[src/rtl/core/pbpt_pkg.sv]
// Shared types and constants for the program bank page table.
// Used by pbpt_front, pbpt_queue, pbpt_back and prg_bank_page_table.
`timescale 1ns / 1ps

package pbpt_pkg;

  localparam int NUM_SLOTS  = 32;
  localparam int SLOT_W     = 5;
  localparam int PAGE_W     = 11;
  localparam int OFFSET_W   = 11;
  localparam int CODE_W     = 4;
  localparam int K_W        = 3;
  localparam int MAX_K      = 4;
  localparam int SPAN_W     = 4;
  localparam int CHIP_W     = 2;
  localparam int CADDR_W    = 22;
  localparam int QUEUE_DEPTH = 2;
  localparam int CFG_IDX_W  = 3;

  // Input item selector.
  typedef enum logic [1:0] {
    OP_READ  = 2'd0,
    OP_WRITE = 2'd1,
    OP_MAP   = 2'd2,
    OP_CLEAR = 2'd3
  } op_t;

  // What a slot currently holds.
  typedef enum logic [1:0] {
    KIND_MAPPED   = 2'd0,
    KIND_UNMAPPED = 2'd1,
    KIND_CLEARED  = 2'd2
  } kind_t;

  // Configuration register indexes.
  localparam logic [CFG_IDX_W-1:0] CFG_CHIP0_SIZE = 3'd0;
  localparam logic [CFG_IDX_W-1:0] CFG_CHIP1_SIZE = 3'd1;
  localparam logic [CFG_IDX_W-1:0] CFG_CHIP2_SIZE = 3'd2;
  localparam logic [CFG_IDX_W-1:0] CFG_CHIP3_SIZE = 3'd3;
  localparam logic [CFG_IDX_W-1:0] CFG_RAM_FLAGS  = 3'd4;

  // One slot table entry.
  typedef struct packed {
    kind_t              kind;
    logic               ram;
    logic [CHIP_W-1:0]  chip;
    logic [PAGE_W-1:0]  page;
  } slot_t;

  // Classified item handed from the front to the back.
  typedef struct packed {
    op_t                  op;
    logic [SLOT_W-1:0]    slot;
    logic [OFFSET_W-1:0]  offset;
    logic [7:0]           wdata;
    logic [7:0]           open_bus;
    logic [K_W-1:0]       k;
    logic [PAGE_W-1:0]    page_base;
    logic [PAGE_W-1:0]    page_mask;
    logic                 present;
    logic                 ram;
    logic [CHIP_W-1:0]    chip;
  } cmd_t;

endpackage

[src/rtl/core/pbpt_front.sv]
// Front end of the page table: holds the chip configuration, accepts items
// and turns them into classified commands. Depends on pbpt_pkg.
`timescale 1ns / 1ps

module pbpt_front
  import pbpt_pkg::*;
#(
  parameter int NUM_CHIPS = 4,
  parameter int PAGE_BITS = 11
) (
  input  logic                  clk,
  input  logic                  rst_n,
  input  logic                  cfg_we,
  input  logic [CFG_IDX_W-1:0]  cfg_index,
  input  logic [CODE_W-1:0]     cfg_wdata,
  input  logic                  in_valid,
  output logic                  in_ready,
  input  op_t                   in_op,
  input  logic [15:0]           in_address,
  input  logic [15:0]           in_value,
  input  logic [CHIP_W-1:0]     in_chip,
  input  logic [K_W-1:0]        in_bank_size,
  input  logic [7:0]            in_open_bus,
  input  logic                  q_full,
  output logic                  q_push,
  output cmd_t                  q_cmd
);

  logic [CODE_W-1:0] size_code_r [4];
  logic [3:0]        ram_flags_r;

  logic              chip_ok;
  logic [CODE_W-1:0] code_raw;
  logic [CODE_W-1:0] code_clamped;
  logic [K_W-1:0]    k_c;
  logic [PAGE_W-1:0] shifted;

  // Configuration registers; the user must write them only while the block is idle; it does not enforce this.
  always_ff @(posedge clk) begin
    if (!rst_n) begin
      for (int i = 0; i < 4; i++) begin
        size_code_r[i] <= '0;
      end
      ram_flags_r <= '0;
    end else if (cfg_we) begin
      unique case (cfg_index)
        CFG_CHIP0_SIZE: size_code_r[0] <= cfg_wdata;
        CFG_CHIP1_SIZE: size_code_r[1] <= cfg_wdata;
        CFG_CHIP2_SIZE: size_code_r[2] <= cfg_wdata;
        CFG_CHIP3_SIZE: size_code_r[3] <= cfg_wdata;
        CFG_RAM_FLAGS:  ram_flags_r    <= cfg_wdata;
        default: ;
      endcase
    end
  end

  // Handshake: take an item whenever the queue has room.
  assign in_ready = !q_full;
  assign q_push   = in_valid && !q_full;

  // Chip lookup; a chip number beyond the fitted chips counts as absent.
  assign chip_ok  = {1'b0, in_chip} < 3'(NUM_CHIPS);
  assign code_raw = chip_ok ? size_code_r[in_chip] : '0;

  always_comb begin
    if (code_raw > CODE_W'(PAGE_BITS + 1)) begin
      code_clamped = CODE_W'(PAGE_BITS + 1);
    end else begin
      code_clamped = code_raw;
    end
  end

  // Bank size above 32 KB is treated as 32 KB.
  assign k_c     = (in_bank_size > K_W'(MAX_K)) ? K_W'(MAX_K) : in_bank_size;
  assign shifted = PAGE_W'(in_value << k_c);

  // Build the classified command.
  always_comb begin
    q_cmd           = '0;
    q_cmd.op        = in_op;
    q_cmd.slot      = in_address[15 -: SLOT_W];
    q_cmd.offset    = in_address[OFFSET_W-1:0];
    q_cmd.wdata     = in_value[7:0];
    q_cmd.open_bus  = in_open_bus;
    q_cmd.k         = k_c;
    q_cmd.page_base = shifted;
    q_cmd.present   = code_raw != '0;
    q_cmd.ram       = chip_ok && ram_flags_r[in_chip];
    q_cmd.chip      = in_chip;
    for (int j = 0; j < PAGE_W; j++) begin
      q_cmd.page_mask[j] = (j < PAGE_BITS) && (CODE_W'(j + 1) < code_clamped);
    end
  end

endmodule

[src/rtl/core/pbpt_queue.sv]
// Two-entry command queue between the front and the back of the page table.
// Depends on pbpt_pkg.
`timescale 1ns / 1ps

module pbpt_queue
  import pbpt_pkg::*;
(
  input  logic  clk,
  input  logic  rst_n,
  input  logic  push,
  input  cmd_t  push_cmd,
  output logic  full,
  input  logic  pop,
  output logic  not_empty,
  output cmd_t  head_cmd
);

  localparam int PTR_W = $clog2(QUEUE_DEPTH);

  cmd_t                 mem_r [QUEUE_DEPTH];
  logic [PTR_W-1:0]     wr_ptr_r;
  logic [PTR_W-1:0]     rd_ptr_r;
  logic [PTR_W:0]       count_r;
  logic [PTR_W-1:0]     wr_ptr_nxt;
  logic [PTR_W-1:0]     rd_ptr_nxt;
  logic [PTR_W:0]       count_nxt;

  assign full      = count_r == (PTR_W + 1)'(QUEUE_DEPTH);
  assign not_empty = count_r != '0;
  assign head_cmd  = mem_r[rd_ptr_r];

  // Pointer and fill count update.
  always_comb begin
    wr_ptr_nxt = wr_ptr_r;
    rd_ptr_nxt = rd_ptr_r;
    count_nxt  = count_r;
    if (push) begin
      wr_ptr_nxt = (wr_ptr_r == PTR_W'(QUEUE_DEPTH - 1)) ? '0 : wr_ptr_r + 1'b1;
    end
    if (pop) begin
      rd_ptr_nxt = (rd_ptr_r == PTR_W'(QUEUE_DEPTH - 1)) ? '0 : rd_ptr_r + 1'b1;
    end
    if (push && !pop) begin
      count_nxt = count_r + 1'b1;
    end else if (pop && !push) begin
      count_nxt = count_r - 1'b1;
    end
  end

  always_ff @(posedge clk) begin
    if (!rst_n) begin
      wr_ptr_r <= '0;
      rd_ptr_r <= '0;
      count_r  <= '0;
    end else begin
      wr_ptr_r <= wr_ptr_nxt;
      rd_ptr_r <= rd_ptr_nxt;
      count_r  <= count_nxt;
    end
  end

  // Storage needs no reset; the count guards it.
  always_ff @(posedge clk) begin
    if (push) begin
      mem_r[wr_ptr_r] <= push_cmd;
    end
  end

endmodule

[src/rtl/core/pbpt_back.sv]
// Back end of the page table: owns the slot table, applies map and clear
// commands and resolves accesses into registered results. Depends on pbpt_pkg.
`timescale 1ns / 1ps

module pbpt_back
  import pbpt_pkg::*;
(
  input  logic                 clk,
  input  logic                 rst_n,
  input  logic                 q_not_empty,
  input  cmd_t                 q_cmd,
  output logic                 q_pop,
  output logic                 out_valid,
  input  logic                 out_ready,
  output kind_t                out_kind,
  output logic [CHIP_W-1:0]    out_chip,
  output logic [CADDR_W-1:0]   out_caddr,
  output logic                 out_we,
  output logic [7:0]           out_wdata,
  output logic [7:0]           out_rdata
);

  slot_t               table_r [NUM_SLOTS];
  logic                out_valid_r;
  kind_t               out_kind_r;
  logic [CHIP_W-1:0]   out_chip_r;
  logic [CADDR_W-1:0]  out_caddr_r;
  logic                out_we_r;
  logic [7:0]          out_wdata_r;
  logic [7:0]          out_rdata_r;

  logic                is_access;
  logic                load_out;
  slot_t               entry;
  kind_t               res_kind;
  logic [CHIP_W-1:0]   res_chip;
  logic [CADDR_W-1:0]  res_caddr;
  logic                res_we;
  logic [7:0]          res_wdata;
  logic [7:0]          res_rdata;

  // A command leaves the queue once the output register can take its result.
  assign q_pop     = q_not_empty && (!out_valid_r || out_ready);
  assign is_access = (q_cmd.op == OP_READ) || (q_cmd.op == OP_WRITE);
  assign load_out  = q_pop && is_access;

  // Slot table: every covered slot of a map is written in the same cycle.
  always_ff @(posedge clk) begin
    if (!rst_n) begin
      for (int i = 0; i < NUM_SLOTS; i++) begin
        table_r[i] <= '{kind: KIND_CLEARED, ram: 1'b0, chip: '0, page: '0};
      end
    end else if (q_pop && q_cmd.op == OP_CLEAR) begin
      for (int i = 0; i < NUM_SLOTS; i++) begin
        table_r[i] <= '{kind: KIND_CLEARED, ram: 1'b0, chip: '0, page: '0};
      end
    end else if (q_pop && q_cmd.op == OP_MAP) begin
      for (int i = 0; i < NUM_SLOTS; i++) begin
        logic [SLOT_W-1:0] x;
        logic [PAGE_W-1:0] page;
        x    = SLOT_W'(i) - q_cmd.slot;
        page = (q_cmd.page_base + PAGE_W'(x)) & q_cmd.page_mask;
        if ((x >> q_cmd.k) == '0) begin
          if (q_cmd.present) begin
            table_r[i] <= '{kind: KIND_MAPPED, ram: q_cmd.ram,
                            chip: q_cmd.chip, page: page};
          end else begin
            table_r[i] <= '{kind: KIND_UNMAPPED, ram: 1'b0, chip: '0, page: '0};
          end
        end
      end
    end
  end

  // Resolve an access against the addressed slot.
  assign entry = table_r[q_cmd.slot];

  always_comb begin
    res_kind  = entry.kind;
    res_chip  = '0;
    res_caddr = '0;
    res_we    = 1'b0;
    res_wdata = '0;
    res_rdata = '0;
    if (entry.kind == KIND_MAPPED) begin
      res_chip  = entry.chip;
      res_caddr = {entry.page, q_cmd.offset};
    end
    if (q_cmd.op == OP_WRITE) begin
      if (entry.kind == KIND_MAPPED && entry.ram) begin
        res_we    = 1'b1;
        res_wdata = q_cmd.wdata;
      end
    end else if (entry.kind == KIND_UNMAPPED) begin
      res_rdata = q_cmd.open_bus;
    end
  end

  // Output register; it parts the queue from the receiver.
  always_ff @(posedge clk) begin
    if (!rst_n) begin
      out_valid_r <= 1'b0;
    end else if (load_out) begin
      out_valid_r <= 1'b1;
    end else if (out_ready) begin
      out_valid_r <= 1'b0;
    end
  end

  always_ff @(posedge clk) begin
    if (load_out) begin
      out_kind_r  <= res_kind;
      out_chip_r  <= res_chip;
      out_caddr_r <= res_caddr;
      out_we_r    <= res_we;
      out_wdata_r <= res_wdata;
      out_rdata_r <= res_rdata;
    end
  end

  assign out_valid = out_valid_r;
  assign out_kind  = out_kind_r;
  assign out_chip  = out_chip_r;
  assign out_caddr = out_caddr_r;
  assign out_we    = out_we_r;
  assign out_wdata = out_wdata_r;
  assign out_rdata = out_rdata_r;

endmodule

[src/rtl/core/prg_bank_page_table.sv]
// Top level of the program bank page table: front, command queue and back.
// Depends on pbpt_pkg, pbpt_front, pbpt_queue and pbpt_back.
`timescale 1ns / 1ps
//
// The block maps a 64 KB CPU space in 32 slots of 2 KB onto pages of up to
// four memory chips. Items enter on the in_ stream: in_tuser selects read,
// write, map bank or clear all. Reads and writes give one item on the out_
// stream (kind in out_tuser); map and clear give none. The cfg_ port writes
// the chip size codes and RAM flags, one register per cycle; the user must
// write them only while idle, which the block does not enforce. Throughput is
// one item per cycle while the receiver takes results; the slot table is in
// flip-flops and a map rewrites all covered slots at once. An accepted item
// enters the two-entry queue; once it is at the head and the output register
// is free, its result is registered and out_tvalid rises. When the receiver
// stalls, the result holds in the output register, the queue fills and
// in_tready drops once two commands are waiting. Reset (rst_n low, synchronous)
// clears the queue and the output register, sets every slot to cleared and
// zeroes all configuration registers.

module prg_bank_page_table
  import pbpt_pkg::*;
#(
  parameter int NUM_CHIPS = 4,
  parameter int PAGE_BITS = 11
) (
  input  logic                  clk,
  input  logic                  rst_n,
  input  logic                  cfg_we,
  input  logic [CFG_IDX_W-1:0]  cfg_index,
  input  logic [CODE_W-1:0]     cfg_wdata,
  input  logic                  in_tvalid,
  output logic                  in_tready,
  // address[15:0], value[31:16], chip[33:32], bank_size[36:34],
  // open_bus_value[44:37], zero fill[47:45]
  input  logic [47:0]           in_tdata,
  // func[1:0]
  input  logic [1:0]            in_tuser,
  output logic                  out_tvalid,
  input  logic                  out_tready,
  // target_chip[1:0], chip_address[23:2], write_enable[24],
  // write_data[32:25], read_data[40:33], zero fill[47:41]
  output logic [47:0]           out_tdata,
  // access_kind[1:0]
  output logic [1:0]            out_tuser
);

  logic                 q_full;
  logic                 q_push;
  logic                 q_pop;
  logic                 q_not_empty;
  cmd_t                 push_cmd;
  cmd_t                 head_cmd;
  kind_t                out_kind;
  logic [CHIP_W-1:0]    out_chip;
  logic [CADDR_W-1:0]   out_caddr;
  logic                 out_we;
  logic [7:0]           out_wdata;
  logic [7:0]           out_rdata;

  // Accept and classify items.
  pbpt_front #(
    .NUM_CHIPS (NUM_CHIPS),
    .PAGE_BITS (PAGE_BITS)
  ) u_front (
    .clk          (clk),
    .rst_n        (rst_n),
    .cfg_we       (cfg_we),
    .cfg_index    (cfg_index),
    .cfg_wdata    (cfg_wdata),
    .in_valid     (in_tvalid),
    .in_ready     (in_tready),
    .in_op        (op_t'(in_tuser)),
    .in_address   (in_tdata[15:0]),
    .in_value     (in_tdata[31:16]),
    .in_chip      (in_tdata[33:32]),
    .in_bank_size (in_tdata[36:34]),
    .in_open_bus  (in_tdata[44:37]),
    .q_full       (q_full),
    .q_push       (q_push),
    .q_cmd        (push_cmd)
  );

  // Command queue between the two halves.
  pbpt_queue u_queue (
    .clk       (clk),
    .rst_n     (rst_n),
    .push      (q_push),
    .push_cmd  (push_cmd),
    .full      (q_full),
    .pop       (q_pop),
    .not_empty (q_not_empty),
    .head_cmd  (head_cmd)
  );

  // Slot table and result register.
  pbpt_back u_back (
    .clk         (clk),
    .rst_n       (rst_n),
    .q_not_empty (q_not_empty),
    .q_cmd       (head_cmd),
    .q_pop       (q_pop),
    .out_valid   (out_tvalid),
    .out_ready   (out_tready),
    .out_kind    (out_kind),
    .out_chip    (out_chip),
    .out_caddr   (out_caddr),
    .out_we      (out_we),
    .out_wdata   (out_wdata),
    .out_rdata   (out_rdata)
  );

  // Pack the result item.
  assign out_tdata = {7'd0, out_rdata, out_wdata, out_we, out_caddr, out_chip};
  assign out_tuser = out_kind;

`ifndef SYNTHESIS
  // A write is only enabled on a mapped slot.
  a_we_mapped : assert property (@(posedge clk) disable iff (!rst_n)
    (out_tvalid && out_tdata[24]) |-> (out_tuser == KIND_MAPPED))
    else $error("write enabled on a slot that is not mapped");

  // Read data is nonzero only for open bus results.
  a_rdata_open_bus : assert property (@(posedge clk) disable iff (!rst_n)
    (out_tvalid && (out_tdata[40:33] != 8'd0)) |-> (out_tuser == KIND_UNMAPPED))
    else $error("read data on a result that is not open bus");

  // Chip address is zero unless the slot is mapped.
  a_caddr_mapped : assert property (@(posedge clk) disable iff (!rst_n)
    (out_tvalid && (out_tuser != KIND_MAPPED)) |-> (out_tdata[23:0] == 24'd0))
    else $error("chip address on an unmapped or cleared slot");

  // The queue never pops while empty nor pushes while full.
  a_queue_bounds : assert property (@(posedge clk) disable iff (!rst_n)
    !(q_pop && !q_not_empty) && !(q_push && q_full))
    else $error("command queue overflow or underflow");
`endif

endmodule
[config.mk]
export PLATFORM = sky130hd
export DESIGN_NAME = prg_bank_page_table
export DESIGN_NICKNAME = d
export VERILOG_FILES = /design/src/rtl/core/pbpt_pkg.sv /design/src/rtl/core/pbpt_front.sv /design/src/rtl/core/pbpt_queue.sv /design/src/rtl/core/pbpt_back.sv /design/src/rtl/core/prg_bank_page_table.sv
export SDC_FILE = /design/constraint.sdc
export NUM_CORES = 2
export LEC_CHECK = 0
export BUFFER_PORTS_ARGS = -buffer_cell sky130_fd_sc_hd__buf_4
export CAP_MARGIN = 15
export CORE_AREA = 2 2 255 257
export CTS_CLUSTER_SIZE = 10
export DETAILED_ROUTE_END_ITERATION = 16
export DIE_AREA = 0 0 257 259
export PLACE_DENSITY = 0.82
export SKIP_CTS_REPAIR_TIMING = 1
export SLEW_MARGIN = 20
export SYNTH_ARGS = -nofsm -noshare
export SYNTH_HDL_FRONTEND = slang
export SYNTH_SLANG_ARGS = --single-unit
[constraint.sdc]
create_clock -name clk -period 13.1 [get_ports clk]
set_input_delay 1.31 -clock clk [delete_from_list [all_inputs] [get_ports clk]]
set_output_delay 1.31 -clock clk [all_outputs]
set_load 0.02 [all_outputs]
; Yosys cells after proc, flatten, opt, wreduce, memory -nomap -nowiden
; Memories as Yosys holds them, arrays and structs flattened. A register that Yosys moved wholly into a read port is not among the register bits.
; Index checks and enable logic that the tools add are counted.
[totals]
register_bits = 52
ramBits = 654
in_bits = 62
elab_cells = 784
memories = 3
[op_classes]
addsub = 68
magnitude_cmp = 14
eq_ne = 9
shift = 33
mux = 457
n_bitwise = 133
n_reduce_logical = 56
[memory_table]
columns = name, words, word_bits, read_ports, rd_ports_with_merged_regs, write_ports, line_no
row1 = u_back.table_r, 32, 16, 1, 0, 32, pbpt_back.sv:23  ; slot_t table_r [NUM_SLOTS];
row2 = u_queue.mem_r, 2, 63, 1, 1, 1, pbpt_queue.sv:20  ; cmd_t mem_r [QUEUE_DEPTH];
row3 = u_front.size_code_r, 4, 4, 1, 0, 4, pbpt_front.sv:29  ; logic [CODE_W-1:0] size_code_r [4];
[op_table]
columns = cell, count
row1 = $mux W16, 96
row2 = $add A11 B5 Y11, 32
row3 = $and A11 B11 Y11, 32
row4 = $mux W1, 352
row5 = $logic_not A5 Y1, 32
row6 = $shr A5 B3 Y5, 32
row7 = $or A1 B1 Y1, 100
row8 = $sub A5 B5 Y5 const A, 16
row9 = $sub A4 B5 Y5 const A, 8
row10 = $mux W4, 5
row11 = $sub A3 B5 Y5 const A, 4
row12 = $lt A3 B4 Y1 const A, 4
row13 = $lt A4 B4 Y1 const A, 4
row14 = $shl A16 B3 Y11, 1
row15 = $sub A1 B5 Y5 const A, 2
row16 = $sub A2 B5 Y5 const A, 2
row17 = $logic_and A1 B1 Y1, 8
row18 = $lt A2 B4 Y1 const A, 2
row19 = $eq A2 B2 Y1 const B, 3
row20 = $eq A3 B2 Y1 const B, 2
row21 = $reduce_bool A2 Y1, 3
row22 = $eq A2 B1 Y1 const B, 2
row23 = $gt A4 B4 Y1 const B, 1
row24 = $logic_not A1 Y1, 4
row25 = 18 further kinds, 23

; Depth between registers and ports, before layout
[logic_depth]
word_depth = 10
ltp_mapped = 18

; By module
; From an unflattened synthesis, not the netlist that was laid out.
[hier_totals]
hier_cells = 3149
hier_area_um2 = 38589.5
[by_module_without_submodules]
columns = module, instances, cells_per_inst, area_each_um2, seq_area_each_um2
row1 = pbpt_back, 1, 2742, 32030.7, 16525.8
row2 = pbpt_queue, 1, 218, 4789.6, 3883.7
row3 = pbpt_front, 1, 180, 1705.4, 560.5
row4 = prg_bank_page_table, 1, 9, 63.8, 0.0

; Worst setup path before layout
; No wires, ideal clock.
[synth_timing]
kind = flip-flop to flip-flop
startpoint = register (tool-made name)
endpoint = memory u_back.table_r[22][0] (netlist bit) (enable)
setup_time_ns = 0.411
arrival_ns = 4.482
setup_slack_ns = 8.207
path_stages_with_launch = 14
cell_sequence = dfxtp_1 -> buf_6 -> mux2i_4 -> clkbuf_1 -> buf_2 -> clkbuf_1 -> ha_1 -> inv_1 -> mux2i_1 -> o22ai_1 -> o21ai_0 -> o211ai_1 -> clkbuf_1 -> o21ai_0
[synth_rtl]
columns = element, line_no
row1 = end: declaration, pbpt_back.sv:23

==> impl_metrics.py <==
metrics = {
    "worst_setup_path": {
        "crit_required_ps": 13290,
        "critPathArrivalTime_ps": 6310,
        "endpoint_kind": "register",
        "critPathKind": "reg -> reg",
        "path_max_fanout": 55,
        "setup.worst_path.start_class": "register",
    },
    "drt": {
        "ant_nets": 0,
        "vias": 29600,
        "drc": 0,
        "vias_per_cell": 6.86,
        "dr.pass1.iters": 12,
        "wl_mm": 126,
        "drt_iter0_markers": 4979,
        "wl_per_cell_um": 29.3,
    },
    "yosys": {
        "synth_area_leader_cell": "edfxtp_1",
        "synth_area_leaders": "edfxtp_1, nor2_1, mux2i_1",
        "ys_ff_latch": 707,
        "netlist.area_leader.share_pct": 54.0,
        "ys_warn_count": 0,
        "syn_inst": 3399,
        "synth_area_per_cell_um2": 11.1,
        "async_flop_share_pct": 0,
        "synth_flop_cell": "edfxtp_1",
        "netlist_area_um2": 37900,
        "synth_edf_count": 681,
        "ys_seq_area_share_pct": 55.4,
        "yosysUniqueCellTypes": 84,
    },
    "sta": {
        "rsz0062_at_grt": "no",
        "finalSetupViolCount": 0,
        "max_slew_margin_pct": 20.4,
        "finClkSkew_ps": 30.6,
        "worstMarginPinSlew_ps": 1190,
        "fmax_mhz": 163,
        "post-route-period-util_pct": 46.7,
        "maxSlewViolCount": 0,
        "hold_viol": 0,
        "layout_min_cycle_time_ps": 6120,
        "whs_ps": 464,
        "fin_setup_tns_ps": 0,
    },
    "place": {
        "port_buffers": 98,
        "gp_routability_congestion": 1.03,
        "dpl.hpwl_mm": 85.2,
        "dp_cells": 4190,
    },
    "floorplan": {
        "die_w_um": 257,
        "die_y_um": 259,
        "fp-row-count": 93,
        "fp.coreArea_um2": 63900,
        "io_pins": 114,
        "start_util_pct": 59.3,
        "die_area_um2": 66600,
    },
    "power_and_ir_drop": {
        "peakVddDrop_v": 0.000177,
        "p_leak_nw": 15.2,
        "power.clock.fraction_pct": 19.1,
        "p_int_mw": 5.81,
        "p_sw_mw": 5.08,
        "p_sw_share_pct": 46.6,
        "power.density_nw_per_um2": 261,
        "combPwrFrac_pct": 52.3,
        "pwr-share-seq_pct": 28.6,
    },
    "layout": {
        "stdcell_count": 4316,
        "fillers": 4820,
        "drive_above_1_share_pct": 12.1,
        "final_common_cell": "edfxtp_1",
        "final_cell_mix": "edfxtp_1, nor2_1, nand2_1, nor3_1, buf_4",
        "fin_nets": 3563,
        "area_delta_synth_final_pct": 10.1,
    },
    "cts": {
        "root_buffer": "clkbuf_16",
        "htreeDepth": 3,
        "cts_buffers": 82,
        "clock_latency_ps": 660,
        "cts_tree": "yes",
        "cts_max_path_buffers": 3,
        "cts_sinks": 707,
        "cts.clk_slew.worst_paths_ps": 60,
    },
    "global_route": {
        "grt_max_degree": 90,
        "grt_pass1_vias": 28700,
        "grt_antenna_before_repair": 2,
        "grt_first_pass_wirelength_mm": 183,
        "use_met3_pct": 12.3,
        "grt_util_all_layers_pct": 37.6,
        "grt_util_met1_pct": 47.1,
        "grt_use_met2_pct": 55.4,
        "gr-max-usage-layer": "met2",
        "grt_overflow": 0,
    },
    "flow_run": {
        "cap_violations": 0,
    },
    "status": {
        "status": "completed",
    },
    "worst_hold_path": {
        "min_path_type": "reg -> reg",
    },
}
## cell families after synthesis
group,after synthesis,synth area share (%)
AND/OR/NAND/NOR,1290,15.3
flip-flops,707,55.4
AO/OA/AOI/OAI,540,9.44
buffers and inverters,315,3.69
XOR/XNOR,233,5.43
multiplexers,231,7.95
adder cells (fa/ha/maj),82,2.79
other,1,0.00990
## final timing paths
kind,start,endpoint,slack (ps),cells after the start
worst max register to register,register,u_back.table_r[24][1]$_SDFFCE_PP0P_,6980,10
worst min-delay path,u_back.table_r[0][12]$_SDFFE_PP0P_,u_back.table_r[0][12]$_SDFFE_PP0P_,460,1
worst min register to register,u_back.table_r[0][12]$_SDFFE_PP0P_,u_back.table_r[0][12]$_SDFFE_PP0P_,460,1
worst max-delay path,register,u_back.table_r[24][1]$_SDFFCE_PP0P_,6980,10
## layout make-up
class                      count  area (µm²)  share of cell area (%)
timing repair buffer         171        1280                    3.08
clock inverter                11         145                   0.348
multi-input combinational   2383       15700                    37.7
antenna                        1        2.50                 0.00600
inverter                      74         287                   0.687
clock buffer                 114        2190                    5.26
sequential                   707       21000                    50.3
tap                          855        1070                    2.57
## cells in the mapped netlist (15+ instances only)
cell      number
edfxtp_1     681
nor2_1       418
nand2_1      405
nor3_1       181
mux2i_1      152
a21oi_1      133
clkbuf_1     133
xnor2_1      126
xor2_1       105
o21ai_0      100
ha_1          78
inv_1         67
buf_2         63
nand3_1       61
and3_1        56
mux4_2        51
a21o_1        41
a31oi_1       39
a311oi_1      37
and2_1        26
dfxtp_1       26
nor2b_1       26
buf_4         25
o211ai_1      25
mux2_2        22
nor4_1        20
or2_2         20
or3_1         20
o22a_1        19
nand2b_1      16
a22oi_1       15
o22ai_1       15
## worst max-delay path: stages (launching register included)
cell and delay [ps]:
dfxtp_4 910, mux2i_4 800, buf_4 780, ha_1 340, nor2b_1 180, xnor2_1 80, mux2i_1 490, inv_1 280
a31oi_1 820, or3_1 360, nand2_1 570
## flip-flops by register name, indices dropped and copies added (netlist names), 2 cells and up, named ones only
register / cells
u_back.out_caddr: 22
u_back.out_chip: 2
u_back.out_kind: 2
u_back.out_rdata: 8
u_back.out_wdata: 8
u_back.table_r: 512
u_front.ram_flags_r: 4
u_front.size_code_r: 16
u_queue.count_r: 2
u_queue.mem_r: 126
## power by group through the flow
stage	logic, mW	registers [mW]	clock network [mW]
after detailed placement	5.35	3.15	0
after CTS	5.39	3.11	2.08
after global placement	5.25	3.14	0
final	5.70	3.12	2.08
after floorplan	3.54	3.13	0
after global routing	5.86	3.15	2.16
## routing by layer
| metal | vias to the layer above | part of all wire, % |
|---|---|---|
| met3 | 631 | 16 |
| met1 | 14000 | 33 |
| met4 | 4 | 8.5 |
| li1 | 12400 | - |
| met2 | 2577 | 43 |
| met5 | - | 0.022 |
## through the flow
stage | setup slack [ps] | total power, mW | cell area [µm²] | utilization, %
final | 6980 | 10.9 | 41700 | 65.3
after global routing | 6910 | 11.2 | 41700 | 65.2
after CTS | 7310 | 10.6 | 41700 | 65.2
after detailed placement | 7320 | 8.50 | 39300 | 61.6
after global placement | 7390 | 8.39 | 39300 | 61.6
after floorplan | 8210 | 6.67 | 37900 | -
No activity file was read; power rests on OpenSTA's default activity.
